File: config.mk
export PLATFORM = sky130hd
export DESIGN_NAME = packet_rate_feedback_controller
export DESIGN_NICKNAME = d
export VERILOG_FILES = /design/src/rtl/prfc_pkg.sv /design/src/rtl/prfc_div.sv /design/src/rtl/prfc_dp.sv /design/src/rtl/prfc_ctrl.sv /design/src/rtl/packet_rate_feedback_controller.sv
export SDC_FILE = /design/constraint.sdc
export NUM_CORES = 1
export LEC_CHECK = 0
export BUFFER_PORTS_ARGS = -buffer_cell sky130_fd_sc_hd__buf_2
export CAP_MARGIN = 20
export CORE_AREA = 5 5 257 259
export DETAILED_ROUTE_END_ITERATION = 7
export DIE_AREA = 0 0 262 264
export GPL_ROUTABILITY_DRIVEN = 0
export PLACE_DENSITY = 0.67
export SETUP_SLACK_MARGIN = 0.2
export SLEW_MARGIN = 0
export SYNTH_ARGS = -nofsm -noshare
export SYNTH_HDL_FRONTEND = slang
export SYNTH_SLANG_ARGS = --single-unit
File: constraint.sdc
create_clock -name clock -period 17 [get_ports clock]
set_input_delay 3.4 -clock clock [delete_from_list [all_inputs] [get_ports clock]]
set_output_delay 3.4 -clock clock [all_outputs]
set_load 0.02 [all_outputs]
File: src/rtl/prfc_pkg.sv
// ----------------------------------------------------------------------------
// prfc_pkg
// Types and constants shared by the packet rate feedback controller.
// ----------------------------------------------------------------------------
package prfc_pkg;

   typedef enum logic [1:0] {
      MODE_ADDITIVE     = 2'd0,
      MODE_HALVING      = 2'd1,
      MODE_PROPORTIONAL = 2'd2,
      MODE_DRAIN        = 2'd3
   } mode_type;

   localparam logic [31:0] INIT_SPACING_RESET = 32'd1310720;

   // register select, taken from paddr[2]
   localparam logic REG_MODE    = 1'b0;
   localparam logic REG_SPACING = 1'b1;

   typedef struct packed {
      logic capture;
      logic div_start;
      logic div_sel_rate;
      logic rate_load;
      logic rate_update;
      logic commit;
   } cmd_type;

   typedef struct packed {
      logic div_done;
   } status_type;

endpackage

File: src/rtl/prfc_div.sv
// ----------------------------------------------------------------------------
// prfc_div
// Bit-serial restoring divider of the constant 1000.0 (two fraction scalings)
// by a 32-bit divisor; one quotient bit per cycle.
// ----------------------------------------------------------------------------
module prfc_div #(
   parameter int FRAC_BITS = 16
) (
   input  logic                          clock,
   input  logic                          reset,
   input  logic                          start,
   input  logic [31:0]                   divisor,
   output logic                          done,
   output logic [2*FRAC_BITS+10-1:0]     quotient
);
   localparam int DIV_W = 2 * FRAC_BITS + 10;
   localparam int CNT_W = $clog2(DIV_W);
   localparam logic [DIV_W-1:0] DIVIDEND = {10'd1000, {(2 * FRAC_BITS){1'b0}}};

   logic [31:0]      rem_ff;
   logic [31:0]      rem_in;
   logic [DIV_W-1:0] quot_ff;
   logic [DIV_W-1:0] quot_in;
   logic [31:0]      dvs_ff;
   logic [CNT_W-1:0] cnt_ff;
   logic             busy_ff;
   logic             done_ff;
   logic [32:0]      rem_shift;
   logic [31:0]      rem_diff;
   logic             fits;

   assign rem_shift = {rem_ff, quot_ff[DIV_W-1]};
   assign rem_diff  = rem_shift[31:0] - dvs_ff;
   assign fits      = (rem_shift >= {1'b0, dvs_ff});
   assign rem_in    = fits ? rem_diff : rem_shift[31:0];
   assign quot_in   = {quot_ff[DIV_W-2:0], fits};

   always_ff @(posedge clock) begin
      if (reset) begin
         busy_ff <= 1'b0;
         done_ff <= 1'b0;
         cnt_ff  <= '0;
      end else begin
         done_ff <= 1'b0;
         if (start) begin
            busy_ff <= 1'b1;
            cnt_ff  <= '0;
         end else if (busy_ff) begin
            cnt_ff <= cnt_ff + 1'b1;
            if (cnt_ff == CNT_W'(DIV_W - 1)) begin
               busy_ff <= 1'b0;
               done_ff <= 1'b1;
            end
         end
      end
   end

   always_ff @(posedge clock) begin
      if (start) begin
         rem_ff  <= '0;
         quot_ff <= DIVIDEND;
         dvs_ff  <= divisor;
      end else if (busy_ff) begin
         rem_ff  <= rem_in;
         quot_ff <= quot_in;
      end
   end

   assign done     = done_ff;
   assign quotient = quot_ff;

endmodule

File: src/rtl/prfc_dp.sv
// ----------------------------------------------------------------------------
// prfc_dp
// Datapath: spacing state, word capture, rate correction laws, saturation
// and the shared reciprocal divider.
// ----------------------------------------------------------------------------
module prfc_dp #(
   parameter int FRAC_BITS = 16
) (
   input  logic                 clock,
   input  logic                 reset,
   input  prfc_pkg::cmd_type    cmd,
   output prfc_pkg::status_type status,
   input  prfc_pkg::mode_type   mode,
   input  logic                 spc_load,
   input  logic [31:0]          spc_value,
   input  logic [19:0]          queue_level,
   input  logic [19:0]          queue_target,
   input  logic [31:0]          drain_rate,
   output logic [31:0]          new_spacing,
   output logic [31:0]          new_rate
);
   import prfc_pkg::*;

   localparam int DIV_W   = 2 * FRAC_BITS + 10;
   localparam int QEXT_W  = (DIV_W > 33) ? DIV_W : 33;
   localparam int SUM_W   = FRAC_BITS + 26;
   localparam int PROD_W  = FRAC_BITS + 21;
   localparam int FIFTH_Q = (2 * (1 << FRAC_BITS) + 5) / 10;
   localparam logic signed [SUM_W-1:0] STEP_Q = SUM_W'(3 << FRAC_BITS);
   localparam logic signed [FRAC_BITS-1:0] FIFTH = FRAC_BITS'(FIFTH_Q);
   localparam logic signed [SUM_W-1:0] RATE_MAX_S = {{(SUM_W - 31){1'b0}}, {31{1'b1}}};
   localparam logic signed [SUM_W-1:0] RATE_MIN_S = {{(SUM_W - 31){1'b1}}, {31{1'b0}}};

   logic [31:0]              spacing_ff;
   logic [19:0]              level_ff;
   logic [19:0]              target_ff;
   logic [31:0]              drain_ff;
   logic [31:0]              rate0_ff;
   logic [31:0]              rate0_in;
   logic signed [PROD_W-1:0] prod_ff;
   logic signed [PROD_W-1:0] prod_in;
   logic [31:0]              rate_ff;
   logic [31:0]              rate_in;
   logic [31:0]              spacing_in;
   logic [31:0]              out_spacing_ff;
   logic [31:0]              out_rate_ff;

   logic                     div_done;
   logic [DIV_W-1:0]         quot;
   logic [QEXT_W-1:0]        quot_ext;
   logic [31:0]              divisor;

   logic signed [20:0]       err;
   logic signed [SUM_W-1:0]  rate0_s;
   logic signed [SUM_W-1:0]  drain_s;
   logic signed [SUM_W-1:0]  diff_s;
   logic signed [SUM_W-1:0]  half_s;
   logic signed [SUM_W-1:0]  sum_s;

   assign divisor = cmd.div_sel_rate ? rate_ff : spacing_ff;

   prfc_div #(
      .FRAC_BITS (FRAC_BITS)
   ) u_div (
      .clock    (clock),
      .reset    (reset),
      .start    (cmd.div_start),
      .divisor  (divisor),
      .done     (div_done),
      .quotient (quot)
   );

   assign status.div_done = div_done;
   assign quot_ext        = QEXT_W'(quot);

   assign rate0_in = ((spacing_ff == '0) || (|quot_ext[QEXT_W-1:31])) ?
                     32'h7FFF_FFFF : quot_ext[31:0];

   assign err     = $signed({1'b0, target_ff}) - $signed({1'b0, level_ff});
   assign prod_in = PROD_W'(err) * PROD_W'(FIFTH);
   assign rate0_s = $signed({{(SUM_W - 32){1'b0}}, rate0_ff});
   assign drain_s = $signed({{(SUM_W - 32){1'b0}}, drain_ff});
   assign diff_s  = rate0_s - drain_s;
   assign half_s  = (diff_s + $signed({{(SUM_W - 1){1'b0}}, diff_s[SUM_W-1]})) >>> 1;

   always_comb begin
      case (mode)
         MODE_ADDITIVE: begin
            if (level_ff < target_ff)      sum_s = rate0_s + STEP_Q;
            else if (level_ff > target_ff) sum_s = rate0_s - STEP_Q;
            else                           sum_s = rate0_s;
         end
         MODE_HALVING: begin
            if (level_ff < target_ff)      sum_s = rate0_s + STEP_Q;
            else if (level_ff > target_ff) sum_s = rate0_s >>> 1;
            else                           sum_s = rate0_s;
         end
         MODE_PROPORTIONAL: begin
            sum_s = rate0_s + (SUM_W'(err) <<< (FRAC_BITS - 1));
         end
         default: begin
            sum_s = rate0_s + SUM_W'(prod_ff) - half_s;
         end
      endcase
   end

   always_comb begin
      if (sum_s > RATE_MAX_S)      rate_in = 32'h7FFF_FFFF;
      else if (sum_s < RATE_MIN_S) rate_in = 32'h8000_0000;
      else                         rate_in = sum_s[31:0];
   end

   always_comb begin
      if (rate_ff[31])                                    spacing_in = '0;
      else if ((rate_ff == '0) || (|quot_ext[QEXT_W-1:32])) spacing_in = '1;
      else                                                spacing_in = quot_ext[31:0];
   end

   always_ff @(posedge clock) begin
      if (reset) begin
         spacing_ff <= INIT_SPACING_RESET;
      end else if (spc_load) begin
         spacing_ff <= spc_value;
      end else if (cmd.commit) begin
         spacing_ff <= spacing_in;
      end
   end

   always_ff @(posedge clock) begin
      if (cmd.capture) begin
         level_ff  <= queue_level;
         target_ff <= queue_target;
         drain_ff  <= drain_rate;
      end
      if (cmd.rate_load) begin
         rate0_ff <= rate0_in;
         prod_ff  <= prod_in;
      end
      if (cmd.rate_update) begin
         rate_ff <= rate_in;
      end
      if (cmd.commit) begin
         out_spacing_ff <= spacing_in;
         out_rate_ff    <= rate_ff;
      end
   end

   assign new_spacing = out_spacing_ff;
   assign new_rate    = out_rate_ff;

endmodule

File: src/rtl/prfc_ctrl.sv
// ----------------------------------------------------------------------------
// prfc_ctrl
// Controller: sequences capture, the two reciprocal runs, correction and
// the hand-off into the result register.
// ----------------------------------------------------------------------------
module prfc_ctrl (
   input  logic                 clock,
   input  logic                 reset,
   input  logic                 req_tvalid,
   output logic                 req_tready,
   output logic                 rsp_tvalid,
   input  logic                 rsp_tready,
   output prfc_pkg::cmd_type    cmd,
   input  prfc_pkg::status_type status
);
   import prfc_pkg::*;

   typedef enum logic [2:0] {
      ST_IDLE,
      ST_RATE_DIV,
      ST_RATE_LOAD,
      ST_CORRECT,
      ST_SPC_START,
      ST_SPC_DIV,
      ST_DONE
   } state_type;

   state_type state_ff;
   state_type state_in;
   logic      rsp_valid_ff;
   logic      rsp_valid_in;
   logic      out_free;

   assign out_free = !rsp_valid_ff || rsp_tready;

   always_comb begin
      state_in = state_ff;
      cmd      = '0;
      unique case (state_ff)
         ST_IDLE: begin
            if (req_tvalid) begin
               cmd.capture   = 1'b1;
               cmd.div_start = 1'b1;
               state_in      = ST_RATE_DIV;
            end
         end
         ST_RATE_DIV: begin
            if (status.div_done) state_in = ST_RATE_LOAD;
         end
         ST_RATE_LOAD: begin
            cmd.rate_load = 1'b1;
            state_in      = ST_CORRECT;
         end
         ST_CORRECT: begin
            cmd.rate_update = 1'b1;
            state_in        = ST_SPC_START;
         end
         ST_SPC_START: begin
            cmd.div_start    = 1'b1;
            cmd.div_sel_rate = 1'b1;
            state_in         = ST_SPC_DIV;
         end
         ST_SPC_DIV: begin
            cmd.div_sel_rate = 1'b1;
            if (status.div_done) state_in = ST_DONE;
         end
         ST_DONE: begin
            if (out_free) begin
               cmd.commit = 1'b1;
               state_in   = ST_IDLE;
            end
         end
         default: begin
            state_in = ST_IDLE;
         end
      endcase
   end

   always_comb begin
      if (cmd.commit)      rsp_valid_in = 1'b1;
      else if (rsp_tready) rsp_valid_in = 1'b0;
      else                 rsp_valid_in = rsp_valid_ff;
   end

   always_ff @(posedge clock) begin
      if (reset) begin
         state_ff     <= ST_IDLE;
         rsp_valid_ff <= 1'b0;
      end else begin
         state_ff     <= state_in;
         rsp_valid_ff <= rsp_valid_in;
      end
   end

   assign req_tready = (state_ff == ST_IDLE);
   assign rsp_tvalid = rsp_valid_ff;

endmodule

File: src/rtl/packet_rate_feedback_controller.sv
// ----------------------------------------------------------------------------
// packet_rate_feedback_controller
// Packet spacing controller driven by receiver queue feedback words.
// ----------------------------------------------------------------------------
// Each feedback word turns the held spacing into a rate (1000/spacing),
// corrects it by the law in control_mode, saturates it and turns it back
// into a new spacing (1000/rate). Both reciprocals run on one bit-serial
// divider at one quotient bit per cycle. One word is in work at a time;
// the result register lets the next word in while a result waits.
// Writing initial_spacing also reloads the spacing.
module packet_rate_feedback_controller #(
   parameter int FRAC_BITS = 16
) (
   input  logic        clock,
   input  logic        reset,
   input  logic        req_tvalid,
   output logic        req_tready,
   input  logic [71:0] req_tdata,   // queue_level[19:0], queue_target[39:20], drain_rate[71:40]
   output logic        rsp_tvalid,
   input  logic        rsp_tready,
   output logic [63:0] rsp_tdata,   // new_spacing[31:0], new_rate[63:32]
   input  logic        csr_psel,
   input  logic        csr_penable,
   input  logic        csr_pwrite,
   input  logic [2:0]  csr_paddr,
   input  logic [31:0] csr_pwdata,
   output logic [31:0] csr_prdata,
   output logic        csr_pready
);
   import prfc_pkg::*;

   mode_type    mode_ff;
   logic [31:0] init_spacing_ff;
   logic        csr_wr;
   logic        spc_load;
   cmd_type     cmd;
   status_type  status;
   logic [31:0] new_spacing;
   logic [31:0] new_rate;

   assign csr_pready = 1'b1;
   assign csr_wr     = csr_psel && csr_penable && csr_pwrite && csr_pready;
   assign spc_load   = csr_wr && (csr_paddr[2] == REG_SPACING);

   always_ff @(posedge clock) begin
      if (reset) begin
         mode_ff         <= MODE_ADDITIVE;
         init_spacing_ff <= INIT_SPACING_RESET;
      end else if (csr_wr) begin
         if (csr_paddr[2] == REG_MODE) begin
            mode_ff <= mode_type'(csr_pwdata[1:0]);
         end else begin
            init_spacing_ff <= csr_pwdata;
         end
      end
   end

   always_comb begin
      unique case (csr_paddr[2])
         REG_MODE:    csr_prdata = {30'd0, mode_ff};
         REG_SPACING: csr_prdata = init_spacing_ff;
         default:     csr_prdata = '0;
      endcase
   end

   prfc_ctrl u_ctrl (
      .clock      (clock),
      .reset      (reset),
      .req_tvalid (req_tvalid),
      .req_tready (req_tready),
      .rsp_tvalid (rsp_tvalid),
      .rsp_tready (rsp_tready),
      .cmd        (cmd),
      .status     (status)
   );

   prfc_dp #(
      .FRAC_BITS (FRAC_BITS)
   ) u_dp (
      .clock        (clock),
      .reset        (reset),
      .cmd          (cmd),
      .status       (status),
      .mode         (mode_ff),
      .spc_load     (spc_load),
      .spc_value    (csr_pwdata),
      .queue_level  (req_tdata[19:0]),
      .queue_target (req_tdata[39:20]),
      .drain_rate   (req_tdata[71:40]),
      .new_spacing  (new_spacing),
      .new_rate     (new_rate)
   );

   assign rsp_tdata = {new_rate, new_spacing};

endmodule

**Word-level counts from Yosys, hierarchy flattened**

Index checks and enable logic that the tools add are counted.

- Register bits after elaboration: 420
- Latch bits: 0
- Memory bits (writable): 0
- Bits in read-only memories: 0
- Input bits: 114
- Logic and storage cells: 103
- Memories: 0

- $add $sub $neg: 10
- Multipliers: 1
- Div/mod/pow operators: 0
- Order comparisons: 5
- Equal/unequal tests: 13
- Shifts and indexed selects: 0
- Muxes and demuxes: 32
- Bitwise gates (word level): 2
- Reductions and logical operators: 21

Operator list:

| kind | count |
|---|---|
| 32-bit 2-to-1 mux | 8 |
| 42-bit 2-to-1 mux | 3 |
| 42-bit one-hot mux with 3 select lines | 1 |
| 33-bit by 36-bit adder with 37-bit output | 2 |
| 32-bit zero test | 2 |
| 32-bit one-hot mux with 2 select lines | 1 |
| 42-bit by 32-bit greater-than comparator with 1-bit output (second input constant) | 1 |
| 42-bit by 32-bit less-than comparator with 1-bit output (second input constant) | 1 |
| 37-bit by 33-bit subtractor with 38-bit output | 1 |
| 21-bit by 15-bit multiplier with 36-bit output (second input constant) | 1 |
| 33-bit by 2-bit adder with 34-bit output | 1 |
| 32-bit by 18-bit adder with 33-bit output (second input constant) | 1 |
| 33-bit by 32-bit >= comparator with 1-bit output | 1 |
| 32-bit by 18-bit subtractor with 33-bit output (second input constant) | 1 |
| 32-bit by 32-bit subtractor with 33-bit output | 1 |
| 32-bit subtractor | 1 |
| 3-bit one-hot mux with 7 select lines | 1 |
| 20-bit by 20-bit subtractor with 21-bit output | 1 |
| 20-bit greater-than comparator | 1 |
| 20-bit less-than comparator | 1 |
| 1-bit 2-to-1 mux | 12 |
| 3-bit 2-to-1 mux | 4 |
| 11-bit OR reduction | 1 |
| 10-bit OR reduction | 1 |
| other kinds (22) | 35 |

**Longest topological paths before layout**

Gate-level depths: netlist of run 1.

- Word-level depth: 6
- Mapped depth: 34
- Depth with buffers taken out: 34

**Modules after synthesis**

From an unflattened synthesis of run 1, not the netlist that was laid out.

- Cells, all modules: 3376
- Area total of the unflattened synthesis: 32687.6 um^2

By module, submodules not included:

| module | times used | cells an instance | area an instance (um^2) |
|---|---|---|---|
| prfc_dp | 1 | 2502 | 24502.2 |
| prfc_div | 1 | 659 | 6152.2 |
| packet_rate_feedback_controller | 1 | 184 | 1773.0 |
| prfc_ctrl | 1 | 31 | 260.2 |

**Worst setup path after synthesis of run 1**

Ideal clock, no wire load.

- Path kind: input to output
- Start: input csr_paddr[2]
- End: output csr_prdata[0]
- Arrival time: 4.212 ns
- Slack: 9.388 ns
- Stages: 3
- Buffers on the path: 2
- Cell sequence: clkbuf_1 > clkbuf_1 > o21ai_0

- Longest elaborated chain between the ends: 2

Ends and longest elaborated chain:

| item | RTL line | text |
|---|---|---|
| start: declaration | packet_rate_feedback_controller.sv:25 | `input logic [2:0] csr_paddr,` |
| 1-bit inverter (no line) | -- |  |
| 32-bit one-hot mux with 2 select lines * | packet_rate_feedback_controller.sv:59 | `unique case (csr_paddr[2])` |
| end: declaration | packet_rate_feedback_controller.sv:27 | `output logic [31:0] csr_prdata,` |

Every way passes the cells marked *; elsewhere a longest branch is shown, timed or not.

**Worst setup path in the final report of run 1**

- Start: register u_dp.rate0_ff[0]
- End: register u_dp.rate_ff[12], data pin

- Longest elaborated chain between the ends: 6
- Elaborated cells between the ends (all ways): 15

Ends and longest elaborated chain:

| item | RTL line | text |
|---|---|---|
| start: declaration | prfc_dp.sv:38 | `logic [31:0] rate0_ff;` |
| start signal: assignment | prfc_dp.sv:136 | `rate0_ff <= rate0_in;` |
| 32-bit by 32-bit subtractor with 33-bit output or 32-bit by 18-bit subtractor with 33-bit output (tied branches) | prfc_dp.sv:83, prfc_dp.sv:90 |  |
| 33-bit by 2-bit adder with 34-bit output or 42-bit 2-to-1 mux (tied branches) | prfc_dp.sv:84, prfc_dp.sv:90 |  |
| 37-bit by 33-bit subtractor with 38-bit output or 42-bit 2-to-1 mux (tied branches) | prfc_dp.sv:102, prfc_dp.sv:89 |  |
| 42-bit one-hot mux with 3 select lines * | prfc_dp.sv:87 | `case (mode)` |
| 42-bit by 32-bit less-than comparator with 1-bit output | prfc_dp.sv:109 | `else if (sum_s < RATE_MIN_S) rate_in = 32'h8000_0000;` |
| 32-bit 2-to-1 mux | prfc_dp.sv:109 |  |
| end signal: assignment | prfc_dp.sv:140 | `rate_ff <= rate_in;` |
| end: declaration | prfc_dp.sv:42 | `logic [31:0] rate_ff;` |

Marks and branches as above.
A chain may end at the register's enable or synchronous reset.

==> impl_metrics.csv, run 1 <==
group,metric,value,unit
synth,synth-seq-area-share,35.32,%
sta,fmax,112.1,MHz
clock_network,clk_pin_slew,0.06,ns
synth,async_flop_share,0,%
detailed_routing,vias_per_cell,5.716,
final_layout,drive_gt1_share,12.17,%
global_route,antenna_found_initial,0,
synth,syn_area,31400,um2
synth,synth_fp_nets,3785,
placed_design,dp_hpwl,65.00,mm
worst_setup_path,max_stage_delay,0.45,ns
floorplanning,die_w,262,um
sta,maxSlewViolCount,0,
detailed_routing,ant_nets,0,
placed_design,io_buffers,209,
clock_network,post_cts_buffers,0,
synth,yosysTopAreaCell,"edfxtp_1",
sta,post-route-period-util,52.48,%
detailed_routing,vias,24704,
final_layout,final_cells,4322,
worst_setup_path,cp.required,17.31,ns
sta,rsz0062_at_grt,"false",
final_layout,layout.nets,3942,
clock_network,cts_hold_buf,0,
clock_network,cts_inserted_buffers,47,
worst_setup_path,cp_top_family,"compound AO/OA/AOI/OAI gates",
floorplanning,io_pins,213,
synth,syn_inst,3271,
clock_network,cts_sinks,420,
clock_network,htreeDepth,2,
clock_network,cts_tree,"yes",
global_route,grt_first_pass_wirelength,131.9,mm
floorplanning,initial_core_util,49.33,%
synth,synth_top_cell_area_share,25.63,%
sta,hold_viol_final,0,
clock_network,cts_resized,0,
sta,fin_worst_skew,0.03308,ns
worst_setup_path,startpoint_type,"flop",
sta,finalSetupTns,0,ns
synth,synth_flop_cell,"edfxtp_1",
sta,period_needed,8.922,ns
sta,tightest_slew,1.078,ns
final_layout,synthToLayoutAreaGrowth,10.92,%
synth,synth_cell_types,92,
job,cap_violations,0,
worst_setup_path,critPathCaptureType,"flop",
detailed_routing,dr.pass1.iters,6,
sta,setup_viol,0,
synth,yosys.cell_count.top_type,"inv_1",
floorplanning,num_rows,93,
synth,avgSynthCellArea,9.598,um2
detailed_routing,first_iter_violations,2027,
floorplanning,die_height,264,um
sta,max_slew_margin,28.15,%
clock_network,clk_latency,0.59,ns
worst_setup_path,cp_slowest_cell,"fa_1",
synth,ys_warn_count,0,
global_route,grt_pass1_vias,23545,
detailed_routing,wirelength,84.90,mm
floorplanning,die_area,69170,um2
run_status,status,"finished clean",
worst_setup_path,crit_buf_inv,3,
worst_hold_path,hold_path.class,"flop to flop",
synth,ys_top_cells_by_area,"edfxtp_1, ha_1, dfxtp_1",
final_layout,num_antenna_cells,0,
global_route,overflow,0,
synth,yosys_register_bits,420,
placed_design,dp.cells,4230,
synth,synth_common_cells,"inv_1, nand2_1, a21oi_1",
clock_network,cts_buffer_depth,3,
global_route,grt.total_usage,23.92,%
detailed_routing,wl_per_cell,19.64,um
worst_setup_path,cp_max_fo,30,
floorplanning,coreArea,63650,um2
worst_setup_path,arrival,9.23,ns
global_route,grt_start_max_net_pins,88,
synth,synth_edf_count,268,
detailed_routing,drc,0,
clock_network,cts_root_buf,"clkbuf_16",
worst_setup_path,path_class,"flop to flop",
[tightest hold or removal path, stage by stage, from the launching register on]
cell and delay [ns]:
dfxtp_1 0.30, nand2_1 0.05, a21oi_1 0.05
[per-stage QoR]
stage                     util (%)  worst slack, ns  hold WS [ns]  cell area, um2
after detailed placement     52.19            7.753        0.4420           33220
final                        54.71            8.078        0.4478           34820
after global placement       52.19            7.790        0.4382           33220
after global routing         54.71            7.554        0.4692           34820
after floorplan                  -            9.389        0.4244           31400
after CTS                    54.58            7.690        0.4504           34740
[area by class of cell]
cell class,instances,area (um2)
Clock buffer,62,1295
Timing Repair Buffer,236,1301
Multi-Input combinational cell,2388,18580
Fill cell,5805,28830
Clock inverter,26,227.7
Inverter,335,1259
Tap cell,855,1070
Sequential cell,420,11090
[registers in the layout, indices dropped and copies added, names as in the netlist, 2 cells and up]
| name | cells |
|---|---|
| u_dp.target_ff | 20 |
| u_dp.u_div.cnt_ff | 6 |
| u_dp.level_ff | 20 |
| u_dp.prod_ff | 36 |
| u_dp.u_div.dvs_ff | 32 |
| u_dp.drain_ff | 32 |
| u_dp.rate_ff | 32 |
| u_dp.u_div.quotient | 42 |
| u_dp.u_div.rem_ff | 32 |
| init_spacing_ff | 32 |
| u_ctrl.state_ff | 3 |
| mode_ff | 2 |
| u_dp.rate0_ff | 32 |
| u_dp.spacing_ff | 32 |
| u_dp.new_rate | 32 |
| u_dp.new_spacing | 32 |
[routing by layer]
| metal | wire length (um) | share of wire [%] | GRT usage (%) | up-vias |
|---|---|---|---|---|
| met5 | 0 | 0 | 0 | - |
| li1 | - | - | - | 11878 |
| met2 | 39380 | 46 | 38.78 | 782 |
| met1 | 37090 | 44 | 32.92 | 11881 |
| met4 | 3691 | 4.3 | 8.874 | 0 |
| met3 | 4741 | 5.6 | 3.135 | 163 |
[cells in the final DEF (no fill, tap or decap), types with 122 or more instances in the layout]
| cell | count |
|---|---|
| a21oi_1 | 271 |
| buf_2 | 209 |
| dfxtp_1 | 151 |
| edfxtp_1 | 268 |
| fa_1 | 151 |
| ha_1 | 249 |
| inv_1 | 333 |
| nand2_1 | 274 |
| nor2_1 | 195 |
| o21ai_0 | 148 |
| xnor2_1 | 122 |
[worst paths after layout]
| path | slack [ns] | cells past startpoint | start | end |
|---|---|---|---|---|
| max | 8.08 | 31 | u_dp.rate0_ff[0] | u_dp.rate_ff[12] |
| min | 0.45 | 2 | init_spacing_ff[11] | init_spacing_ff[11] |
| max reg2reg | 8.08 | 31 | u_dp.rate0_ff[0] | u_dp.rate_ff[12] |
| min reg2reg | 0.45 | 2 | init_spacing_ff[11] | init_spacing_ff[11] |
[cells by family after synthesis]
family	Yosys count	synth area share [%]
fa+ha+maj	400	19.55
compound gates	797	16.26
buf+inv	463	5.611
mux	121	4.164
other cells	2	0.02392
xor+xnor	206	5.747
simple gates	862	13.31
flops	420	35.32
Power of run 1 is left out: the tool's default activity adds up to more than one toggle a clock period on the data nets, which glitch-free logic cannot reach.
==> inputs of run 2 (changes only) <==
--- a/config.mk
+++ b/config.mk
@@ -5,11 +5,12 @@
 export SDC_FILE = /design/constraint.sdc
 export NUM_CORES = 1
 export LEC_CHECK = 0
+export ABC_AREA = 1
 export BUFFER_PORTS_ARGS = -buffer_cell sky130_fd_sc_hd__buf_2
 export CAP_MARGIN = 20
-export CORE_AREA = 5 5 257 259
+export CORE_AREA = 5 5 265 267
 export DETAILED_ROUTE_END_ITERATION = 7
-export DIE_AREA = 0 0 262 264
+export DIE_AREA = 0 0 270 272
 export GPL_ROUTABILITY_DRIVEN = 0
 export PLACE_DENSITY = 0.67
 export SETUP_SLACK_MARGIN = 0.2
==> constraint.sdc (replaced) <==
create_clock -name clock -period 9.28 [get_ports clock]
set_input_delay 1.856 -clock clock [delete_from_list [all_inputs] [get_ports clock]]
set_output_delay 1.856 -clock clock [all_outputs]
set_load 0.02 [all_outputs]
==> run 2 against run 1 <==
Final cell count up 24%. Maximum frequency increased by 15%. Global-route usage up 2.6 points. Setup slack worse by 6.6 ns. Count of clock-buffer cells in the layout unchanged. First-iteration DRC count is 40% higher. Routed wire length increased by 19%. Critical endpoint is now u_dp.rate_ff[14].
==> impl_metrics.csv, run 2 <==
group,metric,value,unit
run_status,status,"finished clean",
synth,yosysTopAreaCell,"edfxtp_1",
worst_setup_path,cp_slowest_cell,"nand2_2",
sta,max_slew_margin,30.76,%
clock_network,cts_root_buf,"clkbuf_16",
synth,synth_flop_cell,"edfxtp_1",
worst_setup_path,cp.depth,42,
worst_setup_path,endpoint,"u_dp.rate_ff[14]",
synth,syn_inst,4266,
global_route,overflow,0,
synth,synthSimpleGateAreaFrac,20.83,%
final_layout,layout.nets,4968,
final_layout,multi_input_area,19050,um2
placed_design,io_buffers,209,
detailed_routing,wl_per_cell,18.74,um
synth,synth.area.mux_share,0.9422,%
clock_network,cts_sinks,420,
global_route,grt_pass1_vias,27802,
sta,maxSlewViolCount,0,
synth,synthXorXnorAreaFrac,3.649,%
floorplanning,die_w,270,um
sta,period_needed,7.763,ns
sta,tightest_slew,1.039,ns
sta,rsz0062_at_grt,"false",
sta,hold_viol_final,0,
worst_setup_path,startpoint_type,"flop",
worst_setup_path,cp_max_fo,31,
clock_network,htreeDepth,2,
global_route,antenna_found_initial,2,
global_route,grt_first_pass_wirelength,154.6,mm
detailed_routing,vias_per_cell,5.502,
worst_setup_path,max_stage_delay,0.46,ns
detailed_routing,dr.pass1.iters,8,
worst_setup_path,critPathMostFrequentCell,"nand2_1",
final_layout,synthToLayoutAreaGrowth,10.70,%
floorplanning,coreArea,67870,um2
worst_setup_path,critPathCaptureType,"flop",
synth,synth_adder_area_share,18.42,%
clock_network,clk_latency,0.62,ns
worst_hold_path,hold_path.class,"flop to flop",
worst_setup_path,arrival,8.09,ns
placed_design,dp_hpwl,80.08,mm
global_route,grt.total_usage,26.51,%
final_layout,final_cell_mix,"nand2_1, inv_1, nor2_1, a21oi_1, o21ai_0",
synth,synth_fp_nets,4780,
worst_setup_path,reg2reg_slack,1.52,ns
worst_setup_path,rr_endpoint,"u_dp.rate_ff[14]",
synth,yosys_register_bits,420,
final_layout,drive_gt1_share,8.901,%
sta,fin_worst_skew,0.03038,ns
detailed_routing,vias,29581,
final_layout,largest_register_ffs,42,
worst_setup_path,cp.required,9.60,ns
sta,finalSetupTns,0,ns
clock_network,post_cts_buffers,0,
clock_network,cts_resized,0,
detailed_routing,ant_nets,0,
detailed_routing,wirelength,100.7,mm
clock_network,cts_inserted_buffers,48,
floorplanning,num_rows,96,
synth,ys_top_cells_by_area,"edfxtp_1, nand2_1, ha_1",
final_layout,final_area,36900,um2
worst_setup_path,crit_buf_inv,6,
synth,async_flop_share,0,%
sta,setup_viol,0,
clock_network,clk_pin_slew,0.06,ns
worst_setup_path,startpoint,"u_dp.rate0_ff[0]",
synth,synth-seq-area-share,33.27,%
floorplanning,io_pins,213,
sta,timing.hold.ws,0.4608,ns
synth,synth-compound-area-share,13.21,%
detailed_routing,drc,0,
clock_network,cts_hold_buf,0,
synth,synth_top_family_by_area,"simple AND/OR/NAND/NOR gates",
final_layout,nFillCells,6491,
worst_setup_path,r2r_cells,42,
synth,synth_common_cells,"nand2_1, inv_1, nor2_1",
final_layout,mostFrequentLayoutCell,"nand2_1",
synth,ys_warn_count,0,
sta,fmax,128.8,MHz
final_layout,seq_area,11090,um2
sta,post-route-period-util,83.65,%
clock_network,cts_buffer_depth,3,
synth,syn_area,33330,um2
placed_design,dpl-instance-area,35270,um2
floorplanning,initial_core_util,49.12,%
synth,yosys.cell_count.top_type,"nand2_1",
detailed_routing,first_iter_violations,2835,
worst_setup_path,timing.rr.start,"u_dp.rate0_ff[0]",
final_layout,num_antenna_cells,0,
job,cap_violations,0,
floorplanning,die_height,272,um
worst_setup_path,cp_top_family,"simple AND/OR/NAND/NOR gates",
synth,synth_cell_types,68,
floorplanning,die_area,73440,um2
global_route,grt_start_max_net_pins,83,
synth,avgSynthCellArea,7.813,um2
synth,synth_top_cell_area_share,24.14,%
clock_network,cts_tree,"yes",
synth,synth_edf_count,268,
worst_setup_path,path_class,"flop to flop",
## run 2: cells by family after synthesis
group           count (synthesis)
mux                            28
compound gates                785
xor+xnor                      138
simple gates                 1656
buf+inv                       837
flops                         420
fa+ha+maj                     400
other cells                     2
## run 2: final cells by class
cell class,count,area share (%)
multi-input cells,3009,51.64
flip-flops and latches,420,30.06
inverters,738,7.507
clock buffers,62,3.506
repair buffers,237,3.469
well taps,882,2.991
clock inverters,28,0.8274
## run 2: per-stage QoR
| step | setup WS (ns) | utilization [%] | cells |
|---|---|---|---|
| global route | 0.9309 | 54.37 | 5376 |
| CTS | 1.690 | 54.33 | 5375 |
| floorplan | 2.655 | - | 4266 |
| detailed placement | 1.748 | 51.97 | 5285 |
| finish | 1.517 | 54.37 | 5376 |
| global placement | 1.854 | 51.96 | 5284 |
## run 2: routing by layer
metal  up-vias  share of wire (%)  GRT usage, %
li1      14367                  -             -
met1     13777                 40         34.13
met2      1180                 48         45.44
met3       255                6.9         2.590
met4         2                5.2         12.13
met5         -              0.013             0
## run 2: worst min-delay path by stage
stage	startpoint	endpoint	slack [ns]	cells past startpoint
2_1_floorplan	init_spacing_ff[18]	init_spacing_ff[18]	0.43	2
3_3_place_gp	init_spacing_ff[18]	init_spacing_ff[18]	0.44	2
3_5_place_dp	init_spacing_ff[20]	init_spacing_ff[20]	0.45	2
4_1_cts	init_spacing_ff[20]	init_spacing_ff[20]	0.46	2
5_1_grt	init_spacing_ff[30]	init_spacing_ff[30]	0.48	2
6_report	init_spacing_ff[20]	init_spacing_ff[20]	0.46	2
## run 2: worst register-to-register path: cells and delay by family, from the launching register on
| kind | cells | cell delay [ns] |
|---|---|---|
| and+or+nand+nor | 28 | 4.22 |
| adders and majority gates | 5 | 1.64 |
| buffers and inverters | 6 | 0.57 |
| DFF | 1 | 0.40 |
| AOI/OAI and AO/OA | 2 | 0.40 |
| xor gates and xnor gates | 1 | 0.22 |
Power of run 2 is left out for the same reason.
